## src/sv/dss_pkg.sv

```systemverilog
// Shared types, constants, command table and helpers for the deployment step sequencer.
package dss_pkg;

	localparam int NUM_STEPS_DEF = 24;
	localparam int TIME_W        = 40;
	localparam int BURN_W        = 24;
	localparam int IDX_W         = 5;
	localparam int TABLE_LEN     = 24;
	localparam int RUN_LIMIT     = 12;
	localparam int RUN_W         = 4;
	localparam int UPC_W         = 4;
	localparam int APB_AW        = 4;
	localparam int APB_DW        = 64;

	localparam logic [TIME_W-1:0] TIME_MAX      = '1;
	localparam logic [TIME_W-1:0] AUTO_OPEN_RST = 40'd3456000000;
	localparam logic [BURN_W-1:0] BURN_WAIT_RST = 24'd120000;

	// item kinds
	localparam logic [1:0] FUNC_TICK = 2'd0;
	localparam logic [1:0] FUNC_OPEN = 2'd1;
	localparam logic [1:0] FUNC_CORR = 2'd2;

	// persisted modes
	localparam logic [1:0] MODE_WAITING = 2'd0;
	localparam logic [1:0] MODE_OPENING = 2'd1;
	localparam logic [1:0] MODE_STOPPED = 2'd2;

	// register index (paddr[3])
	localparam logic REG_AUTO_OPEN = 1'b0;
	localparam logic REG_BURN_WAIT = 1'b1;

	typedef enum logic [3:0] {
		CMD_NONE,
		CMD_IGNORE_OVERHEAT,
		CMD_MAIN_KNIFE_ON,
		CMD_MAIN_KNIFE_OFF,
		CMD_RED_KNIFE_ON,
		CMD_RED_KNIFE_OFF,
		CMD_MAIN_BURN,
		CMD_RED_BURN,
		CMD_DELAY_100MS,
		CMD_WAIT
	} cmd_t;

	localparam cmd_t STEP_TABLE [TABLE_LEN] = '{
		CMD_IGNORE_OVERHEAT, CMD_MAIN_KNIFE_ON, CMD_DELAY_100MS, CMD_MAIN_KNIFE_ON,
		CMD_DELAY_100MS, CMD_MAIN_BURN, CMD_DELAY_100MS, CMD_MAIN_BURN, CMD_WAIT,
		CMD_MAIN_KNIFE_OFF, CMD_DELAY_100MS, CMD_MAIN_KNIFE_OFF, CMD_DELAY_100MS,
		CMD_RED_KNIFE_ON, CMD_DELAY_100MS, CMD_RED_KNIFE_ON, CMD_DELAY_100MS,
		CMD_RED_BURN, CMD_DELAY_100MS, CMD_RED_BURN, CMD_WAIT,
		CMD_RED_KNIFE_OFF, CMD_DELAY_100MS, CMD_RED_KNIFE_OFF
	};

	typedef enum logic [2:0] {
		OP_NOP,
		OP_MODE,
		OP_STEP,
		OP_STATUS,
		OP_SETREQ,
		OP_CORR,
		OP_BAD,
		OP_END
	} op_t;

	typedef enum logic [3:0] {
		C_NEVER,
		C_ALWAYS,
		C_FUNC_OPEN,
		C_FUNC_CORR,
		C_NOT_TICK,
		C_NOT_OK,
		C_NO_RUN,
		C_NOT_PROG,
		C_MORE
	} cond_t;

	// microprogram addresses
	localparam logic [UPC_W-1:0] UA_START  = 4'd0;
	localparam logic [UPC_W-1:0] UA_RUN    = 4'd7;
	localparam logic [UPC_W-1:0] UA_END    = 4'd8;
	localparam logic [UPC_W-1:0] UA_STATUS = 4'd9;
	localparam logic [UPC_W-1:0] UA_SETREQ = 4'd10;
	localparam logic [UPC_W-1:0] UA_CORR   = 4'd11;
	localparam logic [UPC_W-1:0] UA_BAD    = 4'd12;

	typedef struct packed {
		op_t              op;
		cond_t            cond;
		logic [UPC_W-1:0] target;
	} ctrl_t;

	typedef struct packed {
		logic func_open;
		logic func_corr;
		logic not_tick;
		logic not_ok;
		logic no_run;
		logic not_prog;
		logic more;
	} flags_t;

	typedef struct packed {
		logic start;
		logic go;
		op_t  op;
	} dp_ctl_t;

	typedef struct packed {
		logic [1:0]               func;
		logic [TIME_W-1:0]        time_ms;
		logic [1:0]               stored_mode;
		logic                     stored_mode_ok;
		logic signed [TIME_W-1:0] correction_ms;
	} req_t;

	typedef struct packed {
		logic [3:0]       command;
		logic [IDX_W-1:0] step_index;
		logic             mode_write;
		logic             update_ok;
		logic             last;
	} rsp_t;

	function automatic cmd_t step_cmd(input logic [IDX_W-1:0] idx);
		cmd_t c;
		c = CMD_NONE;
		if (idx < IDX_W'(TABLE_LEN))
			c = STEP_TABLE[idx];
		return c;
	endfunction

	function automatic logic op_emits(input op_t op);
		return (op == OP_STEP) || (op == OP_STATUS) || (op == OP_BAD);
	endfunction

endpackage

```

## src/sv/dss_sequencer.sv

```systemverilog
// Microcode sequencer: program ROM, micro program counter, conditional jumps.
module dss_sequencer (
	input  logic            clk,
	input  logic            arst_n,
	input  logic            start,
	input  dss_pkg::flags_t flags,
	input  logic            out_load,
	output logic            busy,
	output dss_pkg::dp_ctl_t dp_ctl
);
	import dss_pkg::*;

	logic [UPC_W-1:0] upc_q;
	logic             busy_q;
	ctrl_t            ctrl;
	logic             jump;
	logic             go;

	// program
	always_comb begin
		unique case (upc_q)
			4'd0:    ctrl = '{OP_NOP,    C_FUNC_OPEN, UA_SETREQ};
			4'd1:    ctrl = '{OP_NOP,    C_FUNC_CORR, UA_CORR};
			4'd2:    ctrl = '{OP_NOP,    C_NOT_TICK,  UA_END};
			4'd3:    ctrl = '{OP_NOP,    C_NOT_OK,    UA_BAD};
			4'd4:    ctrl = '{OP_MODE,   C_NEVER,     UA_START};
			4'd5:    ctrl = '{OP_NOP,    C_NO_RUN,    UA_STATUS};
			4'd6:    ctrl = '{OP_NOP,    C_NOT_PROG,  UA_STATUS};
			4'd7:    ctrl = '{OP_STEP,   C_MORE,      UA_RUN};
			4'd8:    ctrl = '{OP_END,    C_NEVER,     UA_END};
			4'd9:    ctrl = '{OP_STATUS, C_ALWAYS,    UA_END};
			4'd10:   ctrl = '{OP_SETREQ, C_ALWAYS,    UA_END};
			4'd11:   ctrl = '{OP_CORR,   C_ALWAYS,    UA_END};
			4'd12:   ctrl = '{OP_BAD,    C_ALWAYS,    UA_END};
			default: ctrl = '{OP_END,    C_NEVER,     UA_END};
		endcase
	end

	always_comb begin
		unique case (ctrl.cond)
			C_NEVER:     jump = 1'b0;
			C_ALWAYS:    jump = 1'b1;
			C_FUNC_OPEN: jump = flags.func_open;
			C_FUNC_CORR: jump = flags.func_corr;
			C_NOT_TICK:  jump = flags.not_tick;
			C_NOT_OK:    jump = flags.not_ok;
			C_NO_RUN:    jump = flags.no_run;
			C_NOT_PROG:  jump = flags.not_prog;
			C_MORE:      jump = flags.more;
			default:     jump = 1'b0;
		endcase
	end

	// an emitting word waits for room in the output register
	assign go = !op_emits(ctrl.op) || out_load;

	always_ff @(posedge clk or negedge arst_n) begin
		if (!arst_n) begin
			upc_q  <= UA_END;
			busy_q <= 1'b0;
		end else if (start) begin
			upc_q  <= UA_START;
			busy_q <= 1'b1;
		end else if (busy_q && go) begin
			if (ctrl.op == OP_END)
				busy_q <= 1'b0;
			else
				upc_q <= jump ? ctrl.target : upc_q + 1'b1;
		end
	end

	assign busy      = busy_q;
	assign dp_ctl.start = start;
	assign dp_ctl.go    = busy_q && go;
	assign dp_ctl.op    = ctrl.op;

endmodule

```

## src/sv/dss_datapath.sv

```systemverilog
// Datapath: item register, step counter, next step time, open request and result forming.
module dss_datapath #(
	parameter int NUM_STEPS = dss_pkg::NUM_STEPS_DEF
) (
	input  logic                           clk,
	input  logic                           arst_n,
	input  dss_pkg::dp_ctl_t               dp_ctl,
	input  dss_pkg::req_t                  req,
	input  logic [dss_pkg::TIME_W-1:0]     auto_open_ms,
	input  logic [dss_pkg::BURN_W-1:0]     burn_wait_ms,
	output dss_pkg::flags_t                flags,
	output dss_pkg::rsp_t                  rsp
);
	import dss_pkg::*;

	localparam int              CNT_W = $clog2(NUM_STEPS + 1);
	localparam logic [CNT_W-1:0] NUM_C = CNT_W'(NUM_STEPS);

	req_t              req_q;
	logic [CNT_W-1:0]  cnt_q;
	logic [TIME_W-1:0] nst_q;
	logic              pend_q;
	logic              mw_q;
	logic              opening_q;
	logic [RUN_W-1:0]  run_q;

	logic [TIME_W-1:0] now;
	logic [IDX_W-1:0]  idx;
	logic [CNT_W-1:0]  cnt_inc;
	cmd_t              cmd;
	logic [TIME_W:0]   burn_sum;
	logic [TIME_W-1:0] nst_step;
	logic              step_end;
	logic              mw_n;
	logic              open_n;
	logic [TIME_W+1:0] corr_sum;
	logic [TIME_W-1:0] corr_res;

	assign now     = req_q.time_ms;
	assign idx     = IDX_W'(cnt_q);
	assign cnt_inc = cnt_q + 1'b1;
	assign cmd     = step_cmd(idx);

	// wait step: saturating now + burn wait
	assign burn_sum = {1'b0, now} + (TIME_W + 1)'(burn_wait_ms);
	assign nst_step = (cmd == CMD_WAIT) ? (burn_sum[TIME_W] ? TIME_MAX : burn_sum[TIME_W-1:0])
	                                    : now;
	assign step_end = (nst_step > now) || (cnt_inc >= NUM_C) ||
	                  (run_q == RUN_W'(RUN_LIMIT - 1));

	// mode update
	always_comb begin
		mw_n   = 1'b0;
		open_n = 1'b0;
		unique case (req_q.stored_mode)
			MODE_OPENING: begin
				mw_n   = pend_q && (cnt_q >= NUM_C);
				open_n = 1'b1;
			end
			MODE_STOPPED: mw_n = pend_q;
			MODE_WAITING: mw_n = (now >= auto_open_ms) || pend_q;
			default:      mw_n = 1'b0;
		endcase
		if (mw_n)
			open_n = 1'b1;
	end

	// saturating signed correction
	assign corr_sum = {2'b00, nst_q} + {{2{req_q.correction_ms[TIME_W-1]}}, req_q.correction_ms};
	assign corr_res = corr_sum[TIME_W+1] ? '0 :
	                  corr_sum[TIME_W]   ? TIME_MAX : corr_sum[TIME_W-1:0];

	assign flags.func_open = (req_q.func == FUNC_OPEN);
	assign flags.func_corr = (req_q.func == FUNC_CORR);
	assign flags.not_tick  = (req_q.func != FUNC_TICK);
	assign flags.not_ok    = !req_q.stored_mode_ok;
	assign flags.no_run    = !(opening_q && (now >= nst_q));
	assign flags.not_prog  = (cnt_q >= NUM_C);
	assign flags.more      = !step_end;

	always_comb begin
		rsp = '0;
		unique case (dp_ctl.op)
			OP_STEP:   rsp = '{cmd, idx, mw_q, 1'b1, step_end};
			OP_STATUS: rsp = '{CMD_NONE, '0, mw_q, 1'b1, 1'b1};
			OP_BAD:    rsp = '{CMD_NONE, '0, 1'b0, 1'b0, 1'b1};
			default:   rsp = '0;
		endcase
	end

	always_ff @(posedge clk) begin
		if (dp_ctl.start)
			req_q <= req;
	end

	always_ff @(posedge clk or negedge arst_n) begin
		if (!arst_n) begin
			cnt_q     <= '0;
			nst_q     <= '0;
			pend_q    <= 1'b0;
			mw_q      <= 1'b0;
			opening_q <= 1'b0;
			run_q     <= '0;
		end else if (dp_ctl.start) begin
			run_q <= '0;
		end else if (dp_ctl.go) begin
			unique case (dp_ctl.op)
				OP_MODE: begin
					pend_q    <= 1'b0;
					mw_q      <= mw_n;
					opening_q <= open_n;
					if (mw_n) begin
						cnt_q <= '0;
						nst_q <= '0;
					end
				end
				OP_STEP: begin
					cnt_q <= cnt_inc;
					nst_q <= nst_step;
					run_q <= run_q + 1'b1;
				end
				OP_SETREQ: pend_q <= 1'b1;
				OP_CORR:   nst_q  <= corr_res;
				default: begin
				end
			endcase
		end
	end

endmodule

```

## src/sv/deployment_step_sequencer_unit.sv

```systemverilog
// Top level of the deployment step sequencer: APB registers, sequencer, datapath, result register.
//
// Usage:
//  req channel (req_valid/req_ready, payload req): one item per handshake; func selects
//    mission tick, open request or time correction.
//  rsp channel (rsp_valid/rsp_ready, payload rsp): results of a tick, one per executed
//    table step (at most twelve), or one status result; rsp.last marks the final one.
//    Open requests and corrections give no result.
//  APB port: auto_open_after_ms at 0x0, burn_wait_ms at 0x8, 64-bit data, no wait states.
//    Write only while the block is idle.
// Timing: one control word per cycle while no result word waits. Each item runs dispatch
//  words, then by kind the set-request word, the correction word, the bad-mode word for an
//  unreadable mode, or the mode and run-check words and then the step word once per executed
//  step or the status word, and ends in the end word. The next item is taken the cycle after
//  the end word. The first step result is registered by the first step word, and an
//  unreadable-mode result by the bad-mode word. req_ready is high while the sequencer is
//  idle; the next item is taken while the last result still waits in the output register.
// Stall: a result word waits when the output register is full and rsp_ready is low;
//  the step counter and next step time hold until it moves.
// Reset: step counter, next step time and open request clear; registers take their
//  reset values; the output register empties.
module deployment_step_sequencer_unit #(
	parameter int NUM_STEPS = dss_pkg::NUM_STEPS_DEF
) (
	input  logic                       clk,
	input  logic                       arst_n,
	input  logic                       req_valid,
	output logic                       req_ready,
	input  dss_pkg::req_t              req,
	output logic                       rsp_valid,
	input  logic                       rsp_ready,
	output dss_pkg::rsp_t              rsp,
	input  logic                       psel,
	input  logic                       penable,
	input  logic                       pwrite,
	input  logic [dss_pkg::APB_AW-1:0] paddr,
	input  logic [dss_pkg::APB_DW-1:0] pwdata,
	output logic [dss_pkg::APB_DW-1:0] prdata,
	output logic                       pready
);
	import dss_pkg::*;

	logic [TIME_W-1:0] auto_open_q;
	logic [BURN_W-1:0] burn_wait_q;
	logic              reg_wr;
	logic              busy;
	logic              start;
	logic              out_load;
	flags_t            flags;
	dp_ctl_t           dp_ctl;
	rsp_t              rsp_n;
	rsp_t              rsp_q;
	logic              rsp_valid_q;

	// APB: registers sit 8 bytes apart, paddr[3] picks one
	assign pready = 1'b1;
	assign reg_wr = psel && penable && pwrite;

	always_ff @(posedge clk or negedge arst_n) begin
		if (!arst_n) begin
			auto_open_q <= AUTO_OPEN_RST;
			burn_wait_q <= BURN_WAIT_RST;
		end else if (reg_wr) begin
			unique case (paddr[3])
				REG_AUTO_OPEN: auto_open_q <= pwdata[TIME_W-1:0];
				REG_BURN_WAIT: burn_wait_q <= pwdata[BURN_W-1:0];
				default: begin
				end
			endcase
		end
	end

	always_comb begin
		unique case (paddr[3])
			REG_AUTO_OPEN: prdata = APB_DW'(auto_open_q);
			REG_BURN_WAIT: prdata = APB_DW'(burn_wait_q);
			default:       prdata = '0;
		endcase
	end

	assign req_ready = !busy;
	assign start     = req_valid && !busy;
	assign out_load  = !rsp_valid_q || rsp_ready;

	dss_sequencer u_seq (
		.clk      (clk),
		.arst_n   (arst_n),
		.start    (start),
		.flags    (flags),
		.out_load (out_load),
		.busy     (busy),
		.dp_ctl   (dp_ctl)
	);

	dss_datapath #(
		.NUM_STEPS (NUM_STEPS)
	) u_dp (
		.clk          (clk),
		.arst_n       (arst_n),
		.dp_ctl       (dp_ctl),
		.req          (req),
		.auto_open_ms (auto_open_q),
		.burn_wait_ms (burn_wait_q),
		.flags        (flags),
		.rsp          (rsp_n)
	);

	// output register
	always_ff @(posedge clk or negedge arst_n) begin
		if (!arst_n)
			rsp_valid_q <= 1'b0;
		else if (dp_ctl.go && op_emits(dp_ctl.op))
			rsp_valid_q <= 1'b1;
		else if (rsp_ready)
			rsp_valid_q <= 1'b0;
	end

	always_ff @(posedge clk) begin
		if (dp_ctl.go && op_emits(dp_ctl.op))
			rsp_q <= rsp_n;
	end

	assign rsp_valid = rsp_valid_q;
	assign rsp       = rsp_q;

`ifndef ASSERT_OFF
	a_busy_after_accept: assert property (@(posedge clk) disable iff (!arst_n)
		req_valid && req_ready |=> !req_ready)
		else $error("sequencer idle right after taking an item");

	a_bad_mode_result: assert property (@(posedge clk) disable iff (!arst_n)
		rsp_valid && !rsp.update_ok |-> rsp.last && !rsp.mode_write)
		else $error("unreadable mode result must be single and write nothing");

	a_result_from_work: assert property (@(posedge clk) disable iff (!arst_n)
		$rose(rsp_valid) |-> $past(!req_ready))
		else $error("result appeared while sequencer idle");
`endif

endmodule

```

## config.mk

```make
export PLATFORM = sky130hd
export DESIGN_NAME = deployment_step_sequencer_unit
export DESIGN_NICKNAME = d
export VERILOG_FILES = /design/src/sv/dss_pkg.sv /design/src/sv/dss_sequencer.sv /design/src/sv/dss_datapath.sv /design/src/sv/deployment_step_sequencer_unit.sv
export SDC_FILE = /design/constraint.sdc
export NUM_CORES = 1
export LEC_CHECK = 0
export ABC_AREA = 1
export BUFFER_PORTS_ARGS = -buffer_cell sky130_fd_sc_hd__buf_2
export CORE_MARGIN = 1.5
export CORE_UTILIZATION = 50
export DETAILED_ROUTE_END_ITERATION = 6
export PLACE_DENSITY_LB_ADDON = 0.05
export SLEW_MARGIN = 20
export SYNTH_ARGS = -nofsm -noshare
export SYNTH_HDL_FRONTEND = slang
export SYNTH_SLANG_ARGS = --single-unit
```

## constraint.sdc

```tcl
create_clock -name clk -period 6 [get_ports clk]
set_input_delay 1.2 -clock clk [delete_from_list [all_inputs] [get_ports clk]]
set_output_delay 1.2 -clock clk [all_outputs]
set_load 0.01 [all_outputs]
```

; ---- After elaboration in Yosys (flattened, before gate mapping)
; Memory sizes are Yosys's and may differ from the RTL's.
; Index checks and enable logic that the tools add are counted.
[totals]
regBits = 219
romBits = 304
input_bits = 160
output_inout_bits = 79
wordCells = 129
n_memories = 2
[mem_list]
columns = memory, depth, width, read_ports, rd_clocked_by_memory_dff, wr, line
row1 = (no name shown), 16, 11, 1, 0, 0, dss_sequencer.sv:21  ; unique case (upc_q)
row2 = (no name shown), 32, 4, 1, 0, 0, dss_pkg.sv:129  ; c = STEP_TABLE[idx];
[classes]
addsub = 5
n_lt_le_gt_ge = 7
eq_ne = 23
mux = 30
bitwise_logic = 3
n_reduce_logical = 38
[op_table]
columns = op, n
row1 = $mux W40, 5
row2 = $pmux W64 S2, 1
row3 = $pmux W40 S3, 1
row4 = $ge A40 B40 Y1, 2
row5 = $add A41 B40 Y42, 1
row6 = $add A40 B24 Y41, 1
row7 = $gt A40 B40 Y1, 1
row8 = $mux W4, 10
row9 = $pmux W12 S3, 1
row10 = $eq A4 B3 Y1 const B, 4
row11 = $reduce_bool A2 Y1, 7
row12 = $eq A3 B3 Y1 const B, 4
row13 = $eq A4 B4 Y1 const B, 3
row14 = $ge A5 B5 Y1 const B, 2
row15 = $pmux W5 S2, 1
row16 = $reduce_and A2 Y1, 5
row17 = $add A4 B1 Y4 const B, 2
row18 = $eq A4 B2 Y1 const B, 2
row19 = $pmux W1 S8, 1
row20 = $reduce_and A4 Y1, 2
row21 = $logic_and A1 B1 Y1, 7
row22 = $logic_or A1 B1 Y1, 7
row23 = $mux W1, 7
row24 = $eq A3 B2 Y1 const B, 2
row25 = other kinds (18), 27

; ---- Depth between registers and ports, before layout
; Gate-level depths: netlist (run 1).
[logic_depth]
word_depth = 16
ltp_mapped = 31
ltp_nobuf = 31

; ---- By module
; A second synthesis (run 1) with hierarchy kept.
[unflattened]
hier_cells = 2820
area_unflattened_um2 = 19068.3
[by_module_without_submodules]
columns = module, n_inst, cells_each, area_each_um2, seq_area_each_um2
row1 = dss_datapath, 1, 2264, 14634.0, 3853.7
row2 = deployment_step_sequencer_unit, 1, 441, 3714.8, 2013.2
row3 = dss_sequencer, 1, 115, 719.4, 126.4

; ---- Worst setup path before layout (run 1)
; Ideal clock, no wire load.
[synth_timing]
kind = input to register
startpoint = input req_valid
endpoint = register u_seq.upc_q[0]
setup_time_ns = 0.065
arrival_ns = 6.160
required_ns = 5.935
slack_ns = -0.225
path_stages = 10
n_path_buf = 0
path_cell_list = inv_1 -> nor2_1 -> inv_1 -> nand2_1 -> inv_1 -> nor2_1 -> inv_1 -> a21oi_1 -> nand3_1 -> nand2_1
[synth_via]
elab_chain_len = 3
elab_cells_between_ends = 5
cone_classes = 1 x eq/ne / 1 x mux / 3 x reduce/logical
[synth_lines]
columns = element, line
row1 = start: declaration, deployment_step_sequencer_unit.sv:27  ; input logic req_valid,
row2 = $logic_and A1 B1 Y1 (*), deployment_step_sequencer_unit.sv:82  ; assign start = req_valid && !busy;
row3 = via start, deployment_step_sequencer_unit.sv:47  ; logic start;
row4 = $ne A2 B2 Y1 (no source line) / $reduce_bool A2 Y1 (equally long branches), --
row5 = $reduce_and A2 Y1 (no source line), --
row6 = end signal: assignment, dss_sequencer.sv:68  ; upc_q <= jump ? ctrl.target : upc_q + 1'b1;
row7 = end: declaration, dss_sequencer.sv:13  ; logic [UPC_W-1:0] upc_q;
; Mark *: on every way through the listed nets, which the timed path passes. The rest lies on a longest branch.
; A chain may end at the register's enable or synchronous reset.

; ---- Worst setup path after layout (run 1)
[layout_timing]
startpoint = register burn_wait_q[0]
endpoint = register u_seq.upc_q[1]
[layout_via]
elab_chain_len = 12
[layout_lines]
columns = element, line
row1 = start: declaration, deployment_step_sequencer_unit.sv:44  ; logic [BURN_W-1:0] burn_wait_q;
row2 = start signal: assignment, deployment_step_sequencer_unit.sv:66  ; REG_BURN_WAIT: burn_wait_q <= pwdata[BURN_W-1:0];
row3 = $add A40 B24 Y41, dss_datapath.sv:45  ; assign burn_sum = {1'b0, now} + (TIME_W + 1)'(burn_wait_ms);
row4 = $mux W40 (2 in a row), dss_datapath.sv:46  ; assign nst_step = (cmd == CMD_WAIT) ? (burn_sum[TIME_W] ? TIME_MAX : burn_sum[TIME_W-1:0])
row5 = $gt A40 B40 Y1, dss_datapath.sv:48  ; assign step_end = (nst_step > now) || (cnt_inc >= NUM_C) ||
row6 = $logic_or A1 B1 Y1 (2 in a row), dss_datapath.sv:48
row7 = $logic_not A1 Y1, dss_datapath.sv:79  ; assign flags.more = !step_end;
row8 = $pmux W1 S8, dss_sequencer.sv:40  ; unique case (ctrl.cond)
row9 = $mux W4, dss_sequencer.sv:68
row10 = $mux W4, dss_sequencer.sv:65  ; if (ctrl.op == OP_END)
row11 = $mux W4, dss_sequencer.sv:64  ; end else if (busy_q && go) begin
row12 = $mux W4, dss_sequencer.sv:61  ; end else if (start) begin
; Every way passes these cells. The select of a mux whose other input is x is not followed.

==> results.cfg, run 1 <==
[sta]
slew_violations = 0
whs_ps = 488
worst_slew_pin_slew_ps = 929
relSlewSlack_pct = 38.1
skew_ps = 11.7
fin_crit_sh_pct = 84.0
hold_violations = 0
max_clock_freq_mhz = 198
setup_violations = 0
rsz0062_at_grt = false
period_needed_ps = 5040
finalSetupTns_ps = 0

[drt]
num_vias = 17500
wirelength_um = 56200
drtIter0Drc = 1292
antenna_left = 0
drt_pass1_iterations = 5
drc = 0
routedWlPerCell_um = 16.9
routed_via_density = 5.28

[cells_and_area]
instances_no_fill = 3316
drive_above_1_share_pct = 10.7
final_common_cell = nand2_1
mostFrequentLayoutCells = nand2_1 (811), inv_1 (385), nor2_1 (257), ha_1 (196), nand3_1 (189)
finalNetCount = 3185
fillers = 3603
diodes = 0
multiInputGateArea_um2 = 10500
areaGrowthSynthToFinish_pct = 11.7
regArea_um2 = 5990

[power_and_ir_drop]
seqPwrFrac_pct = 29.3
power_density_nw_per_um2 = 370
ir_worst_vdd_v = 0.000395
comb_power_share_pct = 48.2
leakage_nw = 10.7
switchingPower_mw = 3.42
clkPwrFrac_pct = 22.4
swShare_pct = 45.0
intPower_mw = 4.18
p_total_mw = 7.60

[cts]
clk_path_buf_depth = 3
clock_latency_ps = 560
cts_sinks = 219
clkTransAtPathRegs_ps = 60
postCtsSetupBuffers = 0
cts.hold.buffers_added = 0
htree_levels = 1
clk_root_buffer_cell = clkbuf_16
cts_buffers = 27
cts_tree = built
ctsResizeCount = 0

[synthesis]
ys.flop_type = dfrtp_1
synth_largest_area_cell = nand2_1
synth_top_cell_area_share_pct = 16.6
synth-seq-cells = 219
ys_types = 51
ys_seq_area_share_pct = 32.6
synth_edf_count = 97
syn_inst = 2656
netlist_top_cells_area = nand2_1 (17%), edfxtp_1 (16%), dfrtp_1 (14%)
synth_area_um2 = 18400
async_reset_ff_share_pct = 55.7
avgSynthCellArea_um2 = 6.92
yosysWarnings = 0

[global_route]
grt.overflow.total = 0
gr-usage-met3_pct = 2.67
grt_most_used_layer = met2
grt_pass1_wl_um = 88300
grt_util_met2_pct = 51.7
antenna_found_initial = 0
grt_use_met1_pct = 38.4
grt_max_degree = 66
first_global_vias = 16900
grt_util_all_layers_pct = 29.4

[critical_path]
cp-end-kind = flip-flop
cpPeakStageDelay_ps = 750
arrival_ps = 5480
cp_data_required_time_ps = 6440
crit_path_top_delay_cell = a21oi_4
crit_chain = ha_1 -> fa_1 -> nand3_1 -> nand2_1 -> a21oi_2 -> inv_1 -> nand2_1 -> o211ai_2 -> a21oi_4 -> a21boi_0 -> ha_1 -> nand2_1 -> nor2_1 -> nand3_1 -> nor2_1 -> nand2_1 -> nor2_1 -> nor2_1 -> nand2_1 -> nand2_1 -> nand3_1 -> nand3_2 -> o211ai_1 -> nand2_1
crit_family = compound AO/OA/AOI/OAI gates
r2r_cells = 24
critical_path_class = flip-flop to flip-flop
r2r-start = burn_wait_q[0]
r2r_slack_ps = 960
crit_path_frequent_cell = nand2_1
startpoint_type = flip-flop
critical_path.max_fanout = 36
worst-path-buf-inv = 1
reg2reg_to = u_seq.upc_q[1]

[min_path]
worst_hold_path_type = flip-flop to flip-flop
hold_path_end = auto_open_q[14]
hold_depth = 2
hp-start = auto_open_q[14]

[place]
io_buffers = 186
dp_cells = 3266
gp_congestion = 0.959
place_hpwl_um = 45300

[floorplanning]
die-area_um2 = 37900
fp.dieW_um = 195
start_util_pct = 50.5
core_um2 = 36400
rows = 70
design.portCount = 239
fp.dieH_um = 195

[status]
status = complete, no violations

[job]
max_cap_viol_count = 0
[state kept, by name, indices dropped and copies added (netlist names), 4 cells and up]
name,flops
rsp,12
u_seq.upc_q,4
burn_wait_q,24
u_dp.nst_q,40
u_dp.req_q,45
u_dp.cnt_q,5
u_dp.now,40
u_dp.run_q,4
auto_open_q,40
[synth_stat cells (all sizes together) (2+ instances only)]
| library cell | count |
|---|---|
| xor2 | 25 |
| or2 | 2 |
| and2 | 3 |
| nand3 | 193 |
| buf | 53 |
| nand4 | 34 |
| nor4 | 7 |
| a31oi | 4 |
| a21o | 6 |
| a21boi | 19 |
| dfrtp | 100 |
| inv | 395 |
| edfxtp | 97 |
| dfstp | 22 |
| fa | 2 |
| nand2 | 823 |
| nor3b | 2 |
| o211ai | 6 |
| conb | 2 |
| clkbuf | 25 |
| o21ai | 166 |
| o21a | 10 |
| nor3 | 18 |
| o21bai | 9 |
| a21oi | 154 |
| nor2 | 264 |
| xnor2 | 12 |
| and3 | 3 |
| ha | 196 |
[power groups by stage]
stage               clock network, mW  registers (mW)  logic (mW)
floorplan                           0            2.15        2.69
global placement                    0            2.25        3.53
detailed placement                  0            2.25        3.63
CTS                              1.74            2.23        3.65
global route                     1.79            2.26        4.16
finish                           1.70            2.23        3.66
[metal layers]
layer | wire, um | vias up
met1 | 24800 | 8083
met2 | 27000 | 446
met3 | 2740 | 88
met5 | 0 | -
li1 | - | 8892
met4 | 1670 | 0
[per-stage QoR]
step                      area (um^2)  utilization (%)  setup WS (ps)
after CTS                       20500             56.4           1050
after detailed placement        19600             53.8           1060
after global routing            20500             56.4            499
final                           20500             56.4            960
after floorplan                 18500                -           1440
after global placement          19600             53.8           1160
[cell type report]
class                      count  share of cell area [%]
clock buffer                  33                    3.55
clock inverter                17                   0.956
sequential                   219                    29.2
tap                          468                    2.85
inverter                     395                    7.24
timing repair buffer         197                    4.96
multi-input combinational   1987                    51.3
[worst max path at each step]
| stage | from | end | slack [ps] | depth (start not counted) |
|---|---|---|---|---|
| detailed placement | burn_wait_q[0] | u_seq.upc_q[1] | 1060 | 24 |
| floorplan | req_valid | u_seq.upc_q[0] | 1440 | 10 |
| global placement | burn_wait_q[0] | u_seq.upc_q[1] | 1160 | 25 |
| finish | burn_wait_q[0] | u_seq.upc_q[1] | 960 | 24 |
| CTS | burn_wait_q[0] | u_seq.upc_q[1] | 1050 | 24 |
| global route | burn_wait_q[0] | u_seq.upc_q[1] | 500 | 24 |
[worst reg2reg max path: stages, from the launching register on]
cell      delay, ps
dfrtp_1         420
ha_1            240
fa_1            400
nand3_1         100
nand2_1         120
a21oi_2         240
inv_1           100
nand2_1          90
o211ai_2        250
a21oi_4         750
a21boi_0        250
ha_1            370
nand2_1          60
nor2_1          200
nand3_1         110
nor2_1          100
nand2_1         100
nor2_1          130
nor2_1           50
nand2_1          60
nand2_1         110
nand3_1         210
nand3_2         180
o211ai_1        210
nand2_1          80
[cell families (layout without fill, tap and decap cells)]
family	count (synthesis)	in the layout	synth area share (%)
and+or+nand+nor	1351	1351	30.2
xor gates and xnor gates	37	37	1.76
buffers and inverters	473	642	10.7
other	2	25	0.0408
AOI/OAI and AO/OA	376	376	11.2
adders and majority gates	198	198	13.6
DFF	219	219	32.6
Power figures use the tool's default switching activity.
==> run 2: changes to the inputs <==
- ABC_AREA: 1 -> 0
- clock period: 6 -> 4.5 ns (I/O delays scaled with it)
==> run 2 against run 1 <==
The flow now finishes with violations (setup timing). Power up 31%. Utilization up 6.9 points. Clock skew up 3.5 ps. Global-route usage down 2.5 points. Wire length down 21%. First-iteration DRC count down 47%. Largest power group unchanged.
==> results.cfg, run 2 <==
[cells_and_area]
fillers = 2744
multiInputGateArea_um2 = 9560
mostFrequentLayoutCells = buf_4 (209), ha_1 (195), buf_2 (185), inv_1 (143), nand2_1 (129)
regArea_um2 = 5990
drive_above_1_share_pct = 28.9
top_register = u_dp.req_q
finalNetCount = 2414
areaGrowthSynthToFinish_pct = 23.8
largest_register_ffs = 45
final_common_cell = buf_4

[floorplanning]
die-area_um2 = 33500
rows = 65
fp.dieW_um = 183
design.portCount = 239
start_util_pct = 51.1
core_um2 = 31700
fp.dieH_um = 183

[drt]
num_vias = 14000
drtIter0Drc = 682
routedWlPerCell_um = 18.0
antenna_left = 0
routed_via_density = 5.65
drt_pass1_iterations = 5
wirelength_um = 44600
drc = 0

[critical_path]
r2r_cells = 22
cp-end-kind = flip-flop
startpoint_type = flip-flop
critical_path_class = flip-flop to flip-flop
critical_path.max_fanout = 8
cp_data_required_time_ps = 4930
arrival_ps = 5420

[global_route]
grt.overflow.total = 0
grt_pass1_wl_um = 71500
grt_util_all_layers_pct = 26.9
first_global_vias = 14400
antenna_found_initial = 3
grt_max_degree = 66

[synthesis]
synth_largest_area_cell = edfxtp_1
synth_edf_count = 97
synth-seq-cells = 219
synth_top_cell_area_share_pct = 18.0
ys_types = 84
synth_commonest_cells = ha_1 (196), inv_1 (143), nand2_1 (130)
async_reset_ff_share_pct = 55.7
synth_area_um2 = 16200
yosysWarnings = 0
netlist_top_cells_area = edfxtp_1 (18%), dfrtp_1 (15%), ha_1 (15%)
syn_inst = 1687
synth.most_common_cell = ha_1
avgSynthCellArea_um2 = 9.60
ys.flop_type = dfrtp_1
ys_seq_area_share_pct = 37.0

[sta]
skew_ps = 15.2
setup_violations = 5
worst_slew_pin_slew_ps = 924
worst_slack_ps = -484
hold_violations = 0
rsz0062_at_grt = true
fin_crit_sh_pct = 111
whs_ps = 447
relSlewSlack_pct = 38.3
max_clock_freq_mhz = 201
period_needed_ps = 4980
slew_violations = 0

[cts]
cts_tree = built
cts_sinks = 219
clkTransAtPathRegs_ps = 60
htree_levels = 1
clock_latency_ps = 550
clk_root_buffer_cell = clkbuf_16
cts_buffers = 27
cts.hold.buffers_added = 0
clk_path_buf_depth = 3

[power_and_ir_drop]
p_total_mw = 9.98
ir_worst_vdd_v = 0.000340
leakage_nw = 9.52
power_density_nw_per_um2 = 497

[job]
max_cap_viol_count = 0

[place]
place_hpwl_um = 35000
gp_congestion = 0.931
io_buffers = 186

[status]
status = finished, violations left
violations = setup timing

[min_path]
worst_hold_path_type = input pin to async pin
-- run 2: cell types whose count changed in the layout (fill, tap and decap cells not counted), sizes merged, moves of 42 or more --
cell   previous run  this run
a21o              6        56
a21oi           154       112
buf             197       399
inv             397       145
mux2              0        68
nand2           823       130
nand3           193        30
nor2            264       114
o21ai           166       103
-- run 2: through the flow --
stage          worst slack [ps]  std cells  area [um^2]  utilization, %  setup TNS, ps
2_1_floorplan              -131       1710        16300               -           -133
3_3_place_gp               -500       2410        18800            59.2          -2200
3_5_place_dp               -558       2410        18800            59.2          -2510
4_1_cts                    -452       2476        19900            62.8          -1970
5_1_grt                    -710       2481        20100            63.2          -3330
6_report                   -484       2482        20100            63.2          -2130
-- run 2: worst paths after layout --
path | from | endpoint | slack [ps]
worst max-delay path | u_dp.now[0] | u_seq.upc_q[2] | -480
worst min-delay path | arst_n | auto_open_q[37] | 450
worst max register to register | u_dp.now[0] | u_seq.upc_q[2] | -480
worst min register to register | u_seq.busy | u_seq.busy | 480
max in group asynchronous | arst_n | u_dp.nst_q[3] | 3230
min in group clk | u_seq.busy | u_seq.busy | 480
-- run 2: cell type report --
| type | count | area share, % |
|---|---|---|
| sequential | 219 | 29.9 |
| timing repair buffer | 399 | 12.8 |
| antenna | 3 | 0.0374 |
| tap | 402 | 2.51 |
| clock inverter | 14 | 0.437 |
| clock buffer | 36 | 3.96 |
| multi-input combinational | 1264 | 47.7 |
| inverter | 145 | 2.72 |
-- run 2: kinds of logic (layout without fill, tap and decap cells) --
group,after synthesis,count (layout),synth area share [%]
AO/OA/AOI/OAI,482,482,20.4
XOR/XNOR,59,59,3.19
adder cells (fa/ha/maj),198,198,15.4
buffers and inverters,227,594,6.25
flip-flops,219,219,37.0
multiplexers,71,71,4.91
other,2,28,0.0464
AND/OR/NAND/NOR,429,429,12.8
-- run 2: worst max-delay path, cell delays in order, from the launching register on --
cell	delay (ps)
edfxtp_1	440
ha_4	200
fa_2	410
a211oi_2	240
o21ai_1	110
a21oi_2	170
o31a_1	210
o21ai_2	100
a31o_4	260
a21oi_4	140
buf_12	150
buf_6	100
a22oi_2	60
ha_1	310
nand4_1	220
o41ai_4	500
o311ai_2	150
a21oi_2	260
o31ai_2	90
nor2b_1	200
buf_4	160
nor4_1	50
a311o_1	350
-- run 2: report_power, final --
group / internal [mW] / leakage (nW) / switching [mW] / total, mW
Sequential: 2.61 / 2.40 / 0.335 / 2.95
Combinational: 2.20 / 6.68 / 2.71 / 4.91
Clock: 1.24 / 0.438 / 0.877 / 2.12
-- run 2: repair_timing --
item,4_1_cts,5_1_grt
setup endpoints to repair,5,5
resized for setup,26,16
buffers inserted,16,3
endpoints found under the hold margin,0,0
gates cloned,0,0
pin swaps,22,16
-- run 2: routing by layer --
| metal | up-vias | global-route usage, % | share of wire [%] |
|---|---|---|---|
| li1 | 6928 | - | - |
| met1 | 6698 | 30.0 | 40 |
| met2 | 300 | 52.1 | 53 |
| met3 | 96 | 2.86 | 3.2 |
| met4 | 0 | 10.0 | 3.8 |
| met5 | - | 0 | 0 |
